[src/rtl/core/socks5_udp_header_deframer_macros.svh]
// Assertion macros shared by the deframer's RTL files.
`ifndef SOCKS5_UDP_HEADER_DEFRAMER_MACROS_SVH
`define SOCKS5_UDP_HEADER_DEFRAMER_MACROS_SVH

`ifndef SYNTHESIS
// Same-cycle implication, checked outside reset.
`define SUDP_ASSERT_IMP(label, clk, rst, ante, cons) \
  label: assert property (@(posedge clk) disable iff (rst) (ante) |-> (cons)) \
    else $error("assertion failed");
// Next-cycle implication, checked outside reset.
`define SUDP_ASSERT_NXT(label, clk, rst, ante, cons) \
  label: assert property (@(posedge clk) disable iff (rst) (ante) |=> (cons)) \
    else $error("assertion failed");
`else
`define SUDP_ASSERT_IMP(label, clk, rst, ante, cons)
`define SUDP_ASSERT_NXT(label, clk, rst, ante, cons)
`endif

`endif

[src/rtl/core/sudp_pkg.sv]
// Package with the deframer's types, codes and constants.
package sudp_pkg;

  // Default size of the receive buffer in bytes.
  localparam int unsigned MAX_DATAGRAM_DEF = 65536;
  // Datagrams shorter than this are reported as short.
  localparam int unsigned MIN_DATAGRAM = 10;

  // Depth of the queue between parser and output stage.
  localparam int unsigned QUEUE_DEPTH = 2;
  localparam int unsigned QPTR_W = $clog2(QUEUE_DEPTH);
  localparam int unsigned QCNT_W = $clog2(QUEUE_DEPTH + 1);

  // Configuration register indexes.
  localparam logic CFG_LINK_CONNECTED = 1'b0;
  localparam logic CFG_BUFFER_CAPACITY = 1'b1;

  // Address type codes on the wire.
  localparam logic [7:0] ATYP_IPV4 = 8'h01;
  localparam logic [7:0] ATYP_DOMAIN = 8'h03;
  localparam logic [7:0] ATYP_IPV6 = 8'h04;
  localparam logic [7:0] FRAG_NONE = 8'h00;

  // Address lengths for the fixed-size types.
  localparam logic [7:0] IPV4_LEN = 8'd4;
  localparam logic [7:0] IPV6_LEN = 8'd16;

  // Position within the datagram header.
  typedef enum logic [3:0] {
    PH_RSV1,
    PH_RSV2,
    PH_FRAG,
    PH_ATYP,
    PH_DLEN,
    PH_ADDR,
    PH_PHI,
    PH_PLO,
    PH_PAY
  } phase_t;

  // Datagram completion status.
  typedef enum logic [2:0] {
    ST_OK,
    ST_NOT_CONN,
    ST_SHORT,
    ST_FRAG,
    ST_BAD_ATYP,
    ST_TRUNC
  } status_t;

  // Kind of source address.
  typedef enum logic [1:0] {
    AK_IPV4,
    AK_DOMAIN,
    AK_IPV6,
    AK_UNKNOWN
  } addr_kind_t;

  // Kind of byte passed through.
  typedef enum logic {
    BK_ADDR,
    BK_PAY
  } byte_kind_t;

  // One result request as it travels from parser to output.
  typedef struct packed {
    logic       has_byte;
    byte_kind_t byte_kind;
    logic [7:0] out_byte;
    addr_kind_t addr_kind;
    logic [15:0] source_port;
    status_t    status;
    logic [15:0] copied_length;
    logic       last;
  } rec_t;

endpackage

[src/rtl/core/sudp_front.sv]
// Parser front end: takes bytes, tracks the header and builds result requests.
`include "socks5_udp_header_deframer_macros.svh"

module sudp_front #(
  parameter int unsigned MAX_DATAGRAM = sudp_pkg::MAX_DATAGRAM_DEF
) (
  input  logic             clk,
  input  logic             rst,
  input  logic             cfg_write,
  input  logic             cfg_index,
  input  logic [15:0]      cfg_data,
  input  logic             accept,
  input  logic [7:0]       rx_byte,
  input  logic             end_of_datagram,
  output logic             push,
  output sudp_pkg::rec_t   push_rec
);

  localparam int unsigned CNT_W = $clog2(MAX_DATAGRAM + 1);

  // Configuration registers.
  logic        link_connected;
  logic [15:0] buffer_capacity;

  // Per-datagram state.
  sudp_pkg::phase_t     phase, phase_next, phase_upd;
  logic [CNT_W-1:0]     byte_count, byte_count_next, byte_count_upd;
  logic [7:0]           addr_remaining, addr_remaining_next, addr_remaining_upd;
  logic [7:0]           rem_dec;
  sudp_pkg::addr_kind_t addr_type, addr_type_next, addr_type_upd;
  logic [15:0]          port_shift, port_shift_next, port_shift_upd;
  logic [15:0]          copied_count, copied_count_next, copied_count_upd;
  sudp_pkg::status_t    error_code, error_code_next, error_code_upd;

  logic                 emit;
  sudp_pkg::byte_kind_t kind;
  sudp_pkg::status_t    status_v;

  // Configuration writes.
  always_ff @(posedge clk) begin
    if (rst) begin
      link_connected  <= 1'b0;
      buffer_capacity <= 16'hFFFF;
    end else if (cfg_write) begin
      case (cfg_index)
        sudp_pkg::CFG_LINK_CONNECTED:  link_connected  <= cfg_data[0];
        sudp_pkg::CFG_BUFFER_CAPACITY: buffer_capacity <= cfg_data;
        default: ;
      endcase
    end
  end

  // Header walk for one byte.
  always_comb begin
    phase_upd          = phase;
    addr_remaining_upd = addr_remaining;
    addr_type_upd      = addr_type;
    port_shift_upd     = port_shift;
    copied_count_upd   = copied_count;
    error_code_upd     = error_code;
    emit               = 1'b0;
    kind               = sudp_pkg::BK_ADDR;
    rem_dec            = (addr_remaining != 8'd0) ? addr_remaining - 8'd1 : addr_remaining;

    if (!link_connected) begin
      error_code_upd = sudp_pkg::ST_NOT_CONN;
    end else if (byte_count >= CNT_W'(MAX_DATAGRAM)) begin
      // Past the receive buffer: the byte is ignored.
    end else if (error_code == sudp_pkg::ST_OK) begin
      unique case (phase)
        sudp_pkg::PH_RSV1: phase_upd = sudp_pkg::PH_RSV2;
        sudp_pkg::PH_RSV2: phase_upd = sudp_pkg::PH_FRAG;
        sudp_pkg::PH_FRAG: begin
          if (rx_byte != sudp_pkg::FRAG_NONE) error_code_upd = sudp_pkg::ST_FRAG;
          else phase_upd = sudp_pkg::PH_ATYP;
        end
        sudp_pkg::PH_ATYP: begin
          if (rx_byte == sudp_pkg::ATYP_IPV4) begin
            addr_type_upd      = sudp_pkg::AK_IPV4;
            addr_remaining_upd = sudp_pkg::IPV4_LEN;
            phase_upd          = sudp_pkg::PH_ADDR;
          end else if (rx_byte == sudp_pkg::ATYP_DOMAIN) begin
            addr_type_upd = sudp_pkg::AK_DOMAIN;
            phase_upd     = sudp_pkg::PH_DLEN;
          end else if (rx_byte == sudp_pkg::ATYP_IPV6) begin
            addr_type_upd      = sudp_pkg::AK_IPV6;
            addr_remaining_upd = sudp_pkg::IPV6_LEN;
            phase_upd          = sudp_pkg::PH_ADDR;
          end else begin
            addr_type_upd  = sudp_pkg::AK_UNKNOWN;
            error_code_upd = sudp_pkg::ST_BAD_ATYP;
          end
        end
        sudp_pkg::PH_DLEN: begin
          addr_remaining_upd = rx_byte;
          phase_upd = (rx_byte == 8'd0) ? sudp_pkg::PH_PHI : sudp_pkg::PH_ADDR;
        end
        sudp_pkg::PH_ADDR: begin
          emit               = 1'b1;
          kind               = sudp_pkg::BK_ADDR;
          addr_remaining_upd = rem_dec;
          if (rem_dec == 8'd0) phase_upd = sudp_pkg::PH_PHI;
        end
        sudp_pkg::PH_PHI: begin
          port_shift_upd = {rx_byte, 8'h00};
          phase_upd      = sudp_pkg::PH_PLO;
        end
        sudp_pkg::PH_PLO: begin
          port_shift_upd = port_shift | {8'h00, rx_byte};
          phase_upd      = sudp_pkg::PH_PAY;
        end
        sudp_pkg::PH_PAY: begin
          if (copied_count < buffer_capacity) begin
            emit             = 1'b1;
            kind             = sudp_pkg::BK_PAY;
            copied_count_upd = copied_count + 16'd1;
          end
        end
        default: ;
      endcase
    end

    byte_count_upd = (&byte_count) ? byte_count : byte_count + CNT_W'(1);

    // Final status, ranked by priority.
    if (error_code_upd == sudp_pkg::ST_NOT_CONN) status_v = sudp_pkg::ST_NOT_CONN;
    else if (byte_count_upd < CNT_W'(sudp_pkg::MIN_DATAGRAM)) status_v = sudp_pkg::ST_SHORT;
    else if (error_code_upd != sudp_pkg::ST_OK) status_v = error_code_upd;
    else if (phase_upd != sudp_pkg::PH_PAY) status_v = sudp_pkg::ST_TRUNC;
    else status_v = sudp_pkg::ST_OK;
  end

  // Result request and next state; the final byte returns the per-datagram state to reset.
  always_comb begin
    push                   = accept && (emit || end_of_datagram);
    push_rec.has_byte      = emit;
    push_rec.byte_kind     = emit ? kind : sudp_pkg::BK_ADDR;
    push_rec.out_byte      = emit ? rx_byte : 8'h00;
    push_rec.addr_kind     = addr_type_upd;
    push_rec.last          = end_of_datagram;
    push_rec.status        = end_of_datagram ? status_v : sudp_pkg::ST_OK;
    push_rec.source_port   = (end_of_datagram && status_v == sudp_pkg::ST_OK) ?
                             port_shift_upd : 16'h0000;
    push_rec.copied_length = (end_of_datagram && status_v == sudp_pkg::ST_OK) ?
                             copied_count_upd : 16'h0000;

    phase_next          = phase;
    byte_count_next     = byte_count;
    addr_remaining_next = addr_remaining;
    addr_type_next      = addr_type;
    port_shift_next     = port_shift;
    copied_count_next   = copied_count;
    error_code_next     = error_code;
    if (accept) begin
      if (end_of_datagram) begin
        phase_next          = sudp_pkg::PH_RSV1;
        byte_count_next     = '0;
        addr_remaining_next = 8'd0;
        addr_type_next      = sudp_pkg::AK_UNKNOWN;
        port_shift_next     = 16'h0000;
        copied_count_next   = 16'h0000;
        error_code_next     = sudp_pkg::ST_OK;
      end else begin
        phase_next          = phase_upd;
        byte_count_next     = byte_count_upd;
        addr_remaining_next = addr_remaining_upd;
        addr_type_next      = addr_type_upd;
        port_shift_next     = port_shift_upd;
        copied_count_next   = copied_count_upd;
        error_code_next     = error_code_upd;
      end
    end
  end

  // State registers.
  always_ff @(posedge clk) begin
    if (rst) begin
      phase          <= sudp_pkg::PH_RSV1;
      byte_count     <= '0;
      addr_remaining <= 8'd0;
      addr_type      <= sudp_pkg::AK_UNKNOWN;
      port_shift     <= 16'h0000;
      copied_count   <= 16'h0000;
      error_code     <= sudp_pkg::ST_OK;
    end else begin
      phase          <= phase_next;
      byte_count     <= byte_count_next;
      addr_remaining <= addr_remaining_next;
      addr_type      <= addr_type_next;
      port_shift     <= port_shift_next;
      copied_count   <= copied_count_next;
      error_code     <= error_code_next;
    end
  end

  // A final byte leaves the parser back at the start of a datagram.
  `SUDP_ASSERT_NXT(a_front_clear, clk, rst, push && push_rec.last,
                   phase == sudp_pkg::PH_RSV1 && byte_count == '0)
  // Failed datagrams report no payload length and no port.
  `SUDP_ASSERT_IMP(a_front_err_zero, clk, rst,
                   push && push_rec.status != sudp_pkg::ST_OK,
                   push_rec.copied_length == 16'h0000 && push_rec.source_port == 16'h0000)

endmodule

[src/rtl/core/sudp_queue.sv]
// Short queue of result requests between the parser and the output stage.
`include "socks5_udp_header_deframer_macros.svh"

module sudp_queue (
  input  logic           clk,
  input  logic           rst,
  input  logic           push,
  input  sudp_pkg::rec_t push_rec,
  input  logic           pop,
  output logic           full,
  output logic           not_empty,
  output sudp_pkg::rec_t head
);

  sudp_pkg::rec_t                 entries [sudp_pkg::QUEUE_DEPTH];
  logic [sudp_pkg::QPTR_W-1:0]    wr_ptr, rd_ptr;
  logic [sudp_pkg::QCNT_W-1:0]    count;

  assign full      = (count == sudp_pkg::QCNT_W'(sudp_pkg::QUEUE_DEPTH));
  assign not_empty = (count != '0);
  assign head      = entries[rd_ptr];

  // Storage; entries need no reset.
  always_ff @(posedge clk) begin
    if (push) entries[wr_ptr] <= push_rec;
  end

  // Pointers and fill count.
  always_ff @(posedge clk) begin
    if (rst) begin
      wr_ptr <= '0;
      rd_ptr <= '0;
      count  <= '0;
    end else begin
      if (push) wr_ptr <= wr_ptr + sudp_pkg::QPTR_W'(1);
      if (pop)  rd_ptr <= rd_ptr + sudp_pkg::QPTR_W'(1);
      case ({push, pop})
        2'b10:   count <= count + sudp_pkg::QCNT_W'(1);
        2'b01:   count <= count - sudp_pkg::QCNT_W'(1);
        default: ;
      endcase
    end
  end

  // The parser must never write into a full queue.
  `SUDP_ASSERT_IMP(a_queue_no_overflow, clk, rst, push, !full)
  // The output stage must never take from an empty queue.
  `SUDP_ASSERT_IMP(a_queue_no_underflow, clk, rst, pop, not_empty)

endmodule

[src/rtl/core/sudp_back.sv]
// Output stage: takes requests from the queue into the output register.
module sudp_back (
  input  logic           clk,
  input  logic           rst,
  input  logic           not_empty,
  input  sudp_pkg::rec_t head,
  output logic           pop,
  input  logic           out_stall,
  output logic           out_valid,
  output sudp_pkg::rec_t out_rec
);

  logic out_valid_next;

  // Load when the register is empty or its request is taken this cycle.
  assign pop = not_empty && (!out_valid || !out_stall);

  always_comb begin
    out_valid_next = out_valid;
    if (pop) out_valid_next = 1'b1;
    else if (!out_stall) out_valid_next = 1'b0;
  end

  always_ff @(posedge clk) begin
    if (rst) out_valid <= 1'b0;
    else out_valid <= out_valid_next;
  end

  // Payload register needs no reset.
  always_ff @(posedge clk) begin
    if (pop) out_rec <= head;
  end

endmodule

[src/rtl/core/socks5_udp_header_deframer.sv]
// Top level of the SOCKS5 UDP datagram header deframer.
//
//  Channel  Handshake               Carries
//  -------  ----------------------  -----------------------------------------------
//  cfg      cfg_write               cfg_index, cfg_data (link flag, buffer capacity)
//  in       in_valid / in_stall     rx_byte, end_of_datagram
//  out      out_valid / out_stall   has_byte, byte_kind, out_byte, addr_kind,
//                                   source_port, status, copied_length, last
//
// One byte is taken per cycle while in_stall is low; the parser walks the header combinationally.
// A result request reaches the outputs through the queue and then the
// output register.
// The two-entry queue lets the parser keep accepting while the output is stalled;
// in_stall rises only when the queue is full.
// Synchronous reset clears the parser, the queue and the output register; there is
// no clearing pass.
module socks5_udp_header_deframer #(
  parameter int unsigned MAX_DATAGRAM = sudp_pkg::MAX_DATAGRAM_DEF
) (
  input  logic        clk,
  input  logic        rst,
  input  logic        cfg_write,
  input  logic        cfg_index,
  input  logic [15:0] cfg_data,
  input  logic        in_valid,
  output logic        in_stall,
  input  logic [7:0]  rx_byte,
  input  logic        end_of_datagram,
  output logic        out_valid,
  input  logic        out_stall,
  output logic        has_byte,
  output logic        byte_kind,
  output logic [7:0]  out_byte,
  output logic [1:0]  addr_kind,
  output logic [15:0] source_port,
  output logic [2:0]  status,
  output logic [15:0] copied_length,
  output logic        last
);

  logic           accept;
  logic           push;
  sudp_pkg::rec_t push_rec;
  logic           q_full;
  logic           q_not_empty;
  sudp_pkg::rec_t q_head;
  logic           pop;
  sudp_pkg::rec_t out_rec;

  // Input requests are taken whenever the queue has room.
  assign in_stall = q_full;
  assign accept   = in_valid && !q_full;

  sudp_front #(
    .MAX_DATAGRAM(MAX_DATAGRAM)
  ) u_front (
    .clk             (clk),
    .rst             (rst),
    .cfg_write       (cfg_write),
    .cfg_index       (cfg_index),
    .cfg_data        (cfg_data),
    .accept          (accept),
    .rx_byte         (rx_byte),
    .end_of_datagram (end_of_datagram),
    .push            (push),
    .push_rec        (push_rec)
  );

  sudp_queue u_queue (
    .clk       (clk),
    .rst       (rst),
    .push      (push),
    .push_rec  (push_rec),
    .pop       (pop),
    .full      (q_full),
    .not_empty (q_not_empty),
    .head      (q_head)
  );

  sudp_back u_back (
    .clk       (clk),
    .rst       (rst),
    .not_empty (q_not_empty),
    .head      (q_head),
    .pop       (pop),
    .out_stall (out_stall),
    .out_valid (out_valid),
    .out_rec   (out_rec)
  );

  // Output fields.
  assign has_byte      = out_rec.has_byte;
  assign byte_kind     = out_rec.byte_kind;
  assign out_byte      = out_rec.out_byte;
  assign addr_kind     = out_rec.addr_kind;
  assign source_port   = out_rec.source_port;
  assign status        = out_rec.status;
  assign copied_length = out_rec.copied_length;
  assign last          = out_rec.last;

endmodule

[config.mk]
export PLATFORM = sky130hd
export DESIGN_NAME = socks5_udp_header_deframer
export DESIGN_NICKNAME = d
export VERILOG_FILES = /design/src/rtl/core/sudp_pkg.sv /design/src/rtl/core/sudp_front.sv /design/src/rtl/core/sudp_queue.sv /design/src/rtl/core/sudp_back.sv /design/src/rtl/core/socks5_udp_header_deframer.sv
export VERILOG_INCLUDE_DIRS = /design/src /design/src/rtl/core
export SDC_FILE = /design/constraint.sdc
export NUM_CORES = 1
export LEC_CHECK = 0
export BUFFER_PORTS_ARGS = -buffer_cell sky130_fd_sc_hd__buf_2
export CORE_UTILIZATION = 60
export CTS_CLUSTER_DIAMETER = 30
export DETAILED_ROUTE_END_ITERATION = 6
export PLACE_DENSITY = 0.77
export SETUP_SLACK_MARGIN = 0.3
export SLEW_MARGIN = 10
export SYNTH_ARGS = -nofsm -noshare
export SYNTH_HDL_FRONTEND = slang
export SYNTH_HIERARCHICAL = 1
export SYNTH_SLANG_ARGS = --single-unit
[constraint.sdc]
create_clock -name clk -period 7.1 [get_ports clk]
set_clock_uncertainty 0.1 [all_clocks]
set_input_delay 1.42 -clock clk [delete_from_list [all_inputs] [get_ports clk]]
set_output_delay 1.42 -clock clk [all_outputs]
set_load 0.05 [all_outputs]
## Yosys cells after proc, flatten, opt, wreduce, memory -nomap -nowiden

Memories as Yosys holds them, arrays and structs flattened. A register that Yosys moved wholly into a read port is not among the register bits.
Cells that the tools add are included.

- Add/sub/neg operators: 7
- Multiply operators: 0
- Divide/modulo/power cells: 0
- Magnitude comparators: 3
- Equality and inequality tests: 20
- Shifts and indexed selects: 0
- Multiplexer cells: 73
- Bitwise operators: 2
- Reduce and logical (&&, ||, !) cells: 26

Operators with widths:

| kind | number |
|---|---|
| $mux 16 | 12 |
| $mux 8 | 9 |
| $mux 3 | 13 |
| $mux 4 | 9 |
| $mux 17 | 2 |
| $pmux 16 s2 | 1 |
| $pmux 4 s8 | 1 |
| $pmux 8 s3 | 1 |
| $add 17x1->17 const B | 1 |
| $ge 17x17->1 const B | 1 |
| $lt 17x4->1 const B | 1 |
| $reduce_and 17->1 | 1 |
| $add 16x1->16 const B | 1 |
| $eq 4x3->1 const B | 4 |
| $logic_not 8->1 | 2 |
| $lt 16x16->1 | 1 |
| $mux 2 | 8 |
| $or 16x8->16 | 1 |
| $reduce_bool 8->1 | 2 |
| $mux 1 | 14 |
| $eq 4x2->1 const B | 2 |
| $eq 8x1->1 const B | 1 |
| $eq 8x2->1 const B | 1 |
| $eq 8x3->1 const B | 1 |
| other kinds (28) | 41 |

- Register bits: 88
- Latch bits: 0
- RAM bits: 96
- ROM bits: 0
- Input bits: 31
- Output and inout bits: 50
- Logic and storage cells: 145
- Memories: 1

Memories:

| name | words | bits a word | rd ports | clocked after Yosys merged registers in | write ports | line | source |
|---|---|---|---|---|---|---|---|
| u_queue.entries | 2 | 48 | 1 | 1 | 1 | sudp_queue.sv:15 | `sudp_pkg::rec_t entries [sudp_pkg::QUEUE_DEPTH];` |

## Logic depth before layout (Yosys ltp)

Gate-level depths: netlist of the first run.

- Depth after elaboration: 16
- Depth in mapped cells: 15
- Mapped depth without buffers: 14

## Hierarchy

Netlist of the first run, hierarchy kept.

Modules (own cells, without submodules):

| module | times used | cells each | area an instance (µm²) | seq. area each (µm²) |
|---|---|---|---|---|
| sudp_front | 1 | 748 | 5,768.0 | 1,661.6 |
| sudp_queue | 1 | 171 | 3,663.5 | 2,982.9 |
| sudp_back | 1 | 52 | 1,477.7 | 1,461.4 |
| socks5_udp_header_deframer | 1 | 1 | 13.8 | 0.0 |

## Worst setup path before layout of the first run

Ideal clock, no wire load.

- Kind: in2reg
- Start point: input port out_stall
- End point: register u_queue/count[1] in the netlist's numbering
- Setup time: 0.070 ns
- Arrival: 4.899 ns
- Required time: 6.930 ns
- Slack: 2.031 ns
- Stages on the path: 4
- Buffers on the path: 0
- Cells stage by stage: a21boi_1 > ha_1 > or3_1 > a21oi_1

- Longest elaborated chain between the ends: 5
- Elaborated cells between the ends (all ways): 7

Ends and longest elaborated chain:

| item | line | source |
|---|---|---|
| start, declared | socks5_udp_header_deframer.sv:30 | `input logic out_stall,` |
| $logic_not 1->1 * | sudp_back.sv:16 | `assign pop = not_empty && (!out_valid \|\| !out_stall);` |
| $logic_or 1x1->1 * | sudp_back.sv:16 |  |
| $logic_and 1x1->1 * | sudp_back.sv:16 |  |
| $eq 2x1->1 or $eq 2x2->1 (tied branches) | sudp_queue.sv:37 | `case ({push, pop})` |
| $pmux 2 s2 or $reduce_bool 2->1 (tied branches) | -- |  |
| end signal, assigned | sudp_queue.sv:38 | `2'b10: count <= count + sudp_pkg::QCNT_W'(1);` |
| end signal, assigned | sudp_queue.sv:39 | `2'b01: count <= count - sudp_pkg::QCNT_W'(1);` |
| end, declared | sudp_queue.sv:17 | `logic [sudp_pkg::QCNT_W-1:0] count;` |

Every way passes the cells marked *; elsewhere a longest branch is shown, timed or not.
A chain may end at the register's enable or synchronous reset.

==> results.yml, run 1 <==
yosys:
  synth_most_common_cell: "edfxtp_1"
  synth_common_cells: "edfxtp_1 (144), dfxtp_1 (89), nor2_1 (77), a21oi_1 (63), mux2_2 (49)"
  synthFlopType: "edfxtp_1"
  synth_area_um2: 10920
  synth_top_area_cell: "edfxtp_1"
  synth_cells: 972
  synthDistinctLibCells: 77
  syn-num-nets: 1023
  synth_seq_cells: 233
  netlist.area_leader.share_pct: 39.59
  synth_area_leaders: "edfxtp_1 (40%), dfxtp_1 (16%), mux2_2 (5.1%)"
  synth_edf_count: 144
  syn_avg_cell_area_um2: 11.24
  asyncSetResetFlopFracSynth_pct: 0
  seq_area_frac_synth_pct: 55.90
  ys_warn_count: 6
clock_network:
  htreeDepth: 2
  clkTransAtPathRegs_ns: 0.05
  cts_setup_buffers: 0
  clockBufferDepth: 3
  insertion_delay_ns: 0.52
  cts-root-buf: "clkbuf_16"
  cts_buffers: 41
  cts_tree: "done"
  postCtsResizedCells: 0
  clock_sinks: 233
  ctsHoldBuffers: 0
placement:
  numPortBuffers: 80
  dpl.hpwl_mm: 14.86
  gp_congestion: 0.8956
  dp_cells: 1221
power:
  power_w: 0.004596
  p_leak_nw: 4.720
  vdd_drop_max_v: 0.0003989
  power_density_nw_per_um2: 360.7
worst_setup_path:
  crit_path_start_kind: "flip-flop"
  required_ns: 7.20
  arrival_ns: 4.81
  crit_path_max_fanout: 32
  crit_type: "flip-flop to flip-flop"
  worstSetupEndpointType: "flip-flop"
  rrSetupSlack_ns: 2.39
status:
  status: "finished clean"
routing:
  met3WireLength_mm: 1.593
  met2WireLength_mm: 11.37
  first_pass_iters: 5
  avgRoutedWirePerCell_um: 18.69
  routed_via_density: 6.167
  drc: 0
  top_layer: "met4"
  wl_mm: 24.18
  wl_met1_mm: 10.70
  via_count: 7980
  ant_nets: 0
  drt-initial-drc-count: 699
timing:
  fin_setup_tns_ns: 0
  fmax_mhz: 212.4
  slew_violations: 0
  period_minus_slack_ns: 4.708
  period_share_pct: 66.31
  slew_headroom_pct: 28.28
  setup_viol: 0
  hold_viol_final: 0
  tightestPinTransition_ns: 1.068
  rsz0062_at_grt: "false"
finish:
  n_fill_cell: 1222
  seqCellArea_um2: 6107
  syn_to_final_growth_pct: 16.63
  drive_gt1_share_pct: 24.51
  multiInputGateArea_um2: 4419
  final_cells: 1294
  final_nets: 1090
  antenna_cells: 0
  final_util_pct: 72.65
die:
  dieArea_um2: 18750
  core_area_um2: 17540
  start_util_pct: 62.29
  io_pins: 81
  die_y_um: 136.9
  die-width_um: 136.9
  placementRows: 48
global_route:
  antenna_found_initial: 0
  grt_overflow: 0
  grt_pass1_wl_mm: 38.52
  grt_max_degree: 51
  grtUsageTotal_pct: 26.51
  grt_pass1_vias: 7557
hold_path:
  hp-class: "flip-flop to flip-flop"
run:
  cap_violations: 0
-- final cells by class --
| cell class | instances | area share [%] |
|---|---|---|
| tap | 225 | 2.210 |
| multi-input combinational | 643 | 34.69 |
| timing repair buffer | 89 | 3.673 |
| sequential | 233 | 47.94 |
| inverter | 31 | 0.9134 |
| clock inverter | 14 | 1.277 |
| clock buffer | 59 | 9.301 |
-- where the power goes --
part,total [W],internal [W],switching (W)
sequential,0.00174,0.00168,0.0000537
clock,0.00188,0.00123,0.000647
combinational,0.000980,0.000226,0.000754
total,0.00460,0.00314,0.00145
-- layer usage --
layer	GRT usage, %	vias to the layer above
met3	4.444	47
met1	36.41	3861
met5	0	-
met2	42.51	315
met4	9.096	0
li1	-	3757
-- kinds of logic after synthesis --
logic type      after synthesis  synth area share (%)
fa+ha+maj                    20                 2.291
xor+xnor                     28                 2.245
buf+inv                      96                 3.826
flops                       233                 55.90
mux                          62                 6.243
compound gates              207                 12.50
simple gates                326                 17.00
-- state kept, by name (all words and copies together), names as in the netlist, 4 cells and up, named ones only --
| signal | count |
|---|---|
| u_front/port_shift | 16 |
| u_front/byte_count | 17 |
| u_front/copied_count | 16 |
| u_front/addr_remaining | 8 |
| u_queue/entries | 96 |
| u_back/out_rec | 48 |
| u_front/buffer_capacity | 16 |
| u_front/phase | 4 |
-- per-stage QoR --
step / hold WS, ns / cell area [um2] / setup WS (ns)
3_3_place_gp: 0.3446 / 11390 / 2.523
6_report: 0.3574 / 12740 / 2.392
4_1_cts: 0.3609 / 12740 / 2.427
5_1_grt: 0.3727 / 12740 / 1.986
3_5_place_dp: 0.3516 / 11390 / 2.429
2_1_floorplan: 0.3354 / 10920 / 2.031
-- critical path, cell delays in order (launching register included) --
cell	delay [ns]
dfxtp_1	0.40
ha_1	0.28
a21o_1	0.16
a2111oi_0	0.45
o21ai_1	0.18
a211o_1	0.48
a21oi_1	0.78
nor2_1	0.08
nor2_1	0.21
inv_1	0.12
nor2_4	0.74
buf_4	0.40
-- worst paths after layout --
kind,from,to,depth (start not counted)
setup reg to reg,u_front/copied_count[5]$_SDFFE_PP0P_,u_queue/entries[0][44]$_DFFE_PP_,11
hold / removal,u_front/buffer_capacity[5]$_SDFFE_PP1P_,u_front/buffer_capacity[5]$_SDFFE_PP1P_,1
hold reg to reg,u_front/buffer_capacity[5]$_SDFFE_PP1P_,u_front/buffer_capacity[5]$_SDFFE_PP1P_,1
setup / recovery,u_front/copied_count[5]$_SDFFE_PP0P_,u_queue/entries[0][44]$_DFFE_PP_,11
-- placed cells by master, fill, tap and decap left out, drive strengths merged, types with 26 or more instances in the layout --
| cell | count |
|---|---|
| mux2 | 49 |
| nor2 | 108 |
| a21oi | 64 |
| inv | 36 |
| clkbuf | 59 |
| nand2 | 43 |
| dfxtp | 89 |
| and3 | 26 |
| edfxtp | 144 |
| o21ai | 32 |
| buf | 89 |
Note: power is estimated with default switching activity, not from simulation.
==> run 2: changes to the inputs <==
ABC_AREA = 1   (was not set)
clock period = 4.4 ns   (was 7.1 ns; I/O delays follow)
==> results.yml, run 2 <==
global_route:
  grt_pass1_vias: 7767
  grt_overflow: 0
  grt_pass1_wl_mm: 38.21
  antenna_found_initial: 0
  grt_max_degree: 50
  grtUsageTotal_pct: 26.21
yosys:
  synth_seq_cells: 233
  synthFlopType: "edfxtp_1"
  synth_area_um2: 10950
  synth_compound_area_share_pct: 7.532
  syn-num-nets: 1204
  netlist.area_leader.share_pct: 39.50
  synth_top_area_cell: "edfxtp_1"
  synth_cells: 1153
  synth_common_cells: "nand2_1 (291), edfxtp_1 (144), inv_1 (119), dfxtp_1 (89), nor2_1 (87)"
  synthAdderAreaFrac_pct: 2.286
  synth-xor-area-share_pct: 0.9601
  synth_edf_count: 144
  muxShareOfSynthArea_pct: 5.623
  synth_area_leaders: "edfxtp_1 (40%), dfxtp_1 (16%), nand2_1 (10%)"
  synth_top_family_by_area: "simple AND/OR/NAND/NOR gates"
  seq_area_frac_synth_pct: 55.78
  synthDistinctLibCells: 40
  syn_avg_cell_area_um2: 9.494
  ys_warn_count: 6
  synth-simple-area-share_pct: 21.68
  synth_most_common_cell: "nand2_1"
  asyncSetResetFlopFracSynth_pct: 0
status:
  status: "finished clean"
power:
  p_leak_nw: 5.091
  power_density_nw_per_um2: 571.3
  p_seq_share_pct: 38.0
  p_clk_share_pct: 41.8
  combPwrFrac_pct: 20.3
  p_sw_share_pct: 31.33
  p_switching_w: 0.002316
  vdd_drop_max_v: 0.0005230
  internal-power_w: 0.005075
timing:
  hold_viol_final: 0
  slew_violations: 0
  tightestPinTransition_ns: 0.9754
  period_share_pct: 81.56
  fmax_mhz: 278.7
  period_minus_slack_ns: 3.588
  worst_hold_slack_ns: 0.3651
  slew_headroom_pct: 34.98
  setup_viol: 0
  fin_setup_tns_ns: 0
  rsz0062_at_grt: "false"
  fin_ws_ns: 0.8115
worst_setup_path:
  arrival_ns: 3.75
  crit_type: "flip-flop to flip-flop"
  worstSetupEndpointType: "flip-flop"
  crit_path_max_fanout: 19
  required_ns: 4.56
  crit_path_start_kind: "flip-flop"
finish:
  drive_gt1_share_pct: 21.50
  antenna_cells: 0
  final_nets: 1302
  mostFrequentLayoutCell: "nand2_1"
  syn_to_final_growth_pct: 18.18
  largest_reg_flops: 96
  top_register: "u_queue/entries"
  reg_top3: "u_queue/entries: 96 flops, u_back/out_rec: 48 flops, u_front/byte_count: 17 flops"
  final_cell_mix: "nand2_1 (291), edfxtp_1 (144), inv_1 (118)"
  final_cells: 1513
die:
  die_y_um: 137.1
  placementRows: 49
  dieArea_um2: 18790
  core_area_um2: 17900
  start_util_pct: 61.15
  die-width_um: 137.1
  io_pins: 81
clock_network:
  postCtsResizedCells: 0
  ctsHoldBuffers: 0
  clkTransAtPathRegs_ns: 0.05
  cts_buffers: 41
  cts_tree: "done"
  clock_sinks: 233
  insertion_delay_ns: 0.51
  clockBufferDepth: 3
  cts_setup_buffers: 0
  cts-root-buf: "clkbuf_16"
  htreeDepth: 2
routing:
  drt-initial-drc-count: 647
  routed_via_density: 5.532
  via_count: 8370
  first_pass_iters: 6
  drc: 0
  ant_nets: 0
  wl_mm: 24.09
  avgRoutedWirePerCell_um: 15.92
placement:
  numPortBuffers: 80
  pre_cts_ws_ns: 0.7033
  gp_congestion: 0.8996
  dpl.hpwl_mm: 15.77
  dp_cells: 1437
run:
  cap_violations: 0
hold_path:
  hp-class: "flip-flop to flip-flop"
## run 2: power by group through the flow
| stage | Clock (W) | Combinational, W | Sequential [W] |
|---|---|---|---|
| finish | 0.00309 | 0.00150 | 0.00281 |
| global route | 0.00324 | 0.00159 | 0.00284 |
| CTS | 0.00312 | 0.00150 | 0.00281 |
| detailed placement | 0 | 0.00149 | 0.00284 |
| global placement | 0 | 0.00147 | 0.00283 |
| floorplan | 0 | 0.000642 | 0.00336 |
## run 2: logic make-up after synthesis
kind of cell               Yosys count
and+or+nand+nor                    535
DFF                                233
buffers and inverters              160
AOI/OAI and AO/OA                  145
muxes                               48
adders and majority gates           20
xor gates and xnor gates            12
## run 2: path summary, 6_finish.rpt
| path | slack, ns | from | endpoint | cells past startpoint |
|---|---|---|---|---|
| max | 0.81 | u_front/copied_count[2]$_SDFFE_PP0P_ | u_queue/entries[1][5]$_DFFE_PP_ | 13 |
| min | 0.37 | u_front/port_shift[0]$_SDFFE_PP0P_ | u_front/port_shift[0]$_SDFFE_PP0P_ | 2 |
| max reg2reg | 0.81 | u_front/copied_count[2]$_SDFFE_PP0P_ | u_queue/entries[1][5]$_DFFE_PP_ | 13 |
| min reg2reg | 0.37 | u_front/port_shift[0]$_SDFFE_PP0P_ | u_front/port_shift[0]$_SDFFE_PP0P_ | 2 |
## run 2: layout make-up
cell class	instances	area (um2)
tap	229	286.5
clock inverter	29	311.5
inverter	124	465.4
timing repair buffer	91	508.0
multi-input combinational	760	4190
sequential	233	6107
fill	1296	4965
clock buffer	47	1069
## run 2: routing by layer
| layer | GRT usage, % | routed length [um] | vias to the layer above |
|---|---|---|---|
| met5 | 0 | 0 | - |
| met4 | 10.13 | 612 | 0 |
| met3 | 3.704 | 1510 | 58 |
| met2 | 44.19 | 11710 | 344 |
| met1 | 34.11 | 10260 | 3868 |
| li1 | - | - | 4100 |
## run 2: stage by stage
| step | util [%] | cell area, um2 | power [W] |
|---|---|---|---|
| floorplan | - | 10950 | 0.004004 |
| global placement | 64.56 | 11560 | 0.004298 |
| detailed placement | 64.56 | 11560 | 0.004334 |
| CTS | 72.27 | 12940 | 0.007434 |
| global route | 72.27 | 12940 | 0.007672 |
| finish | 72.27 | 12940 | 0.007391 |
## run 2: critical path, cell delays in order, from the launching register on
cell      delay, ns
dfxtp_1        0.37
ha_1           0.30
nand2_1        0.04
o21ai_0        0.20
nand4_1        0.12
o211ai_1       0.18
nand2_1        0.17
nand2_1        0.25
inv_2          0.20
a21oi_2        0.17
o21ai_0        0.13
nand2_1        0.11
clkinv_1       0.59
buf_12         0.41
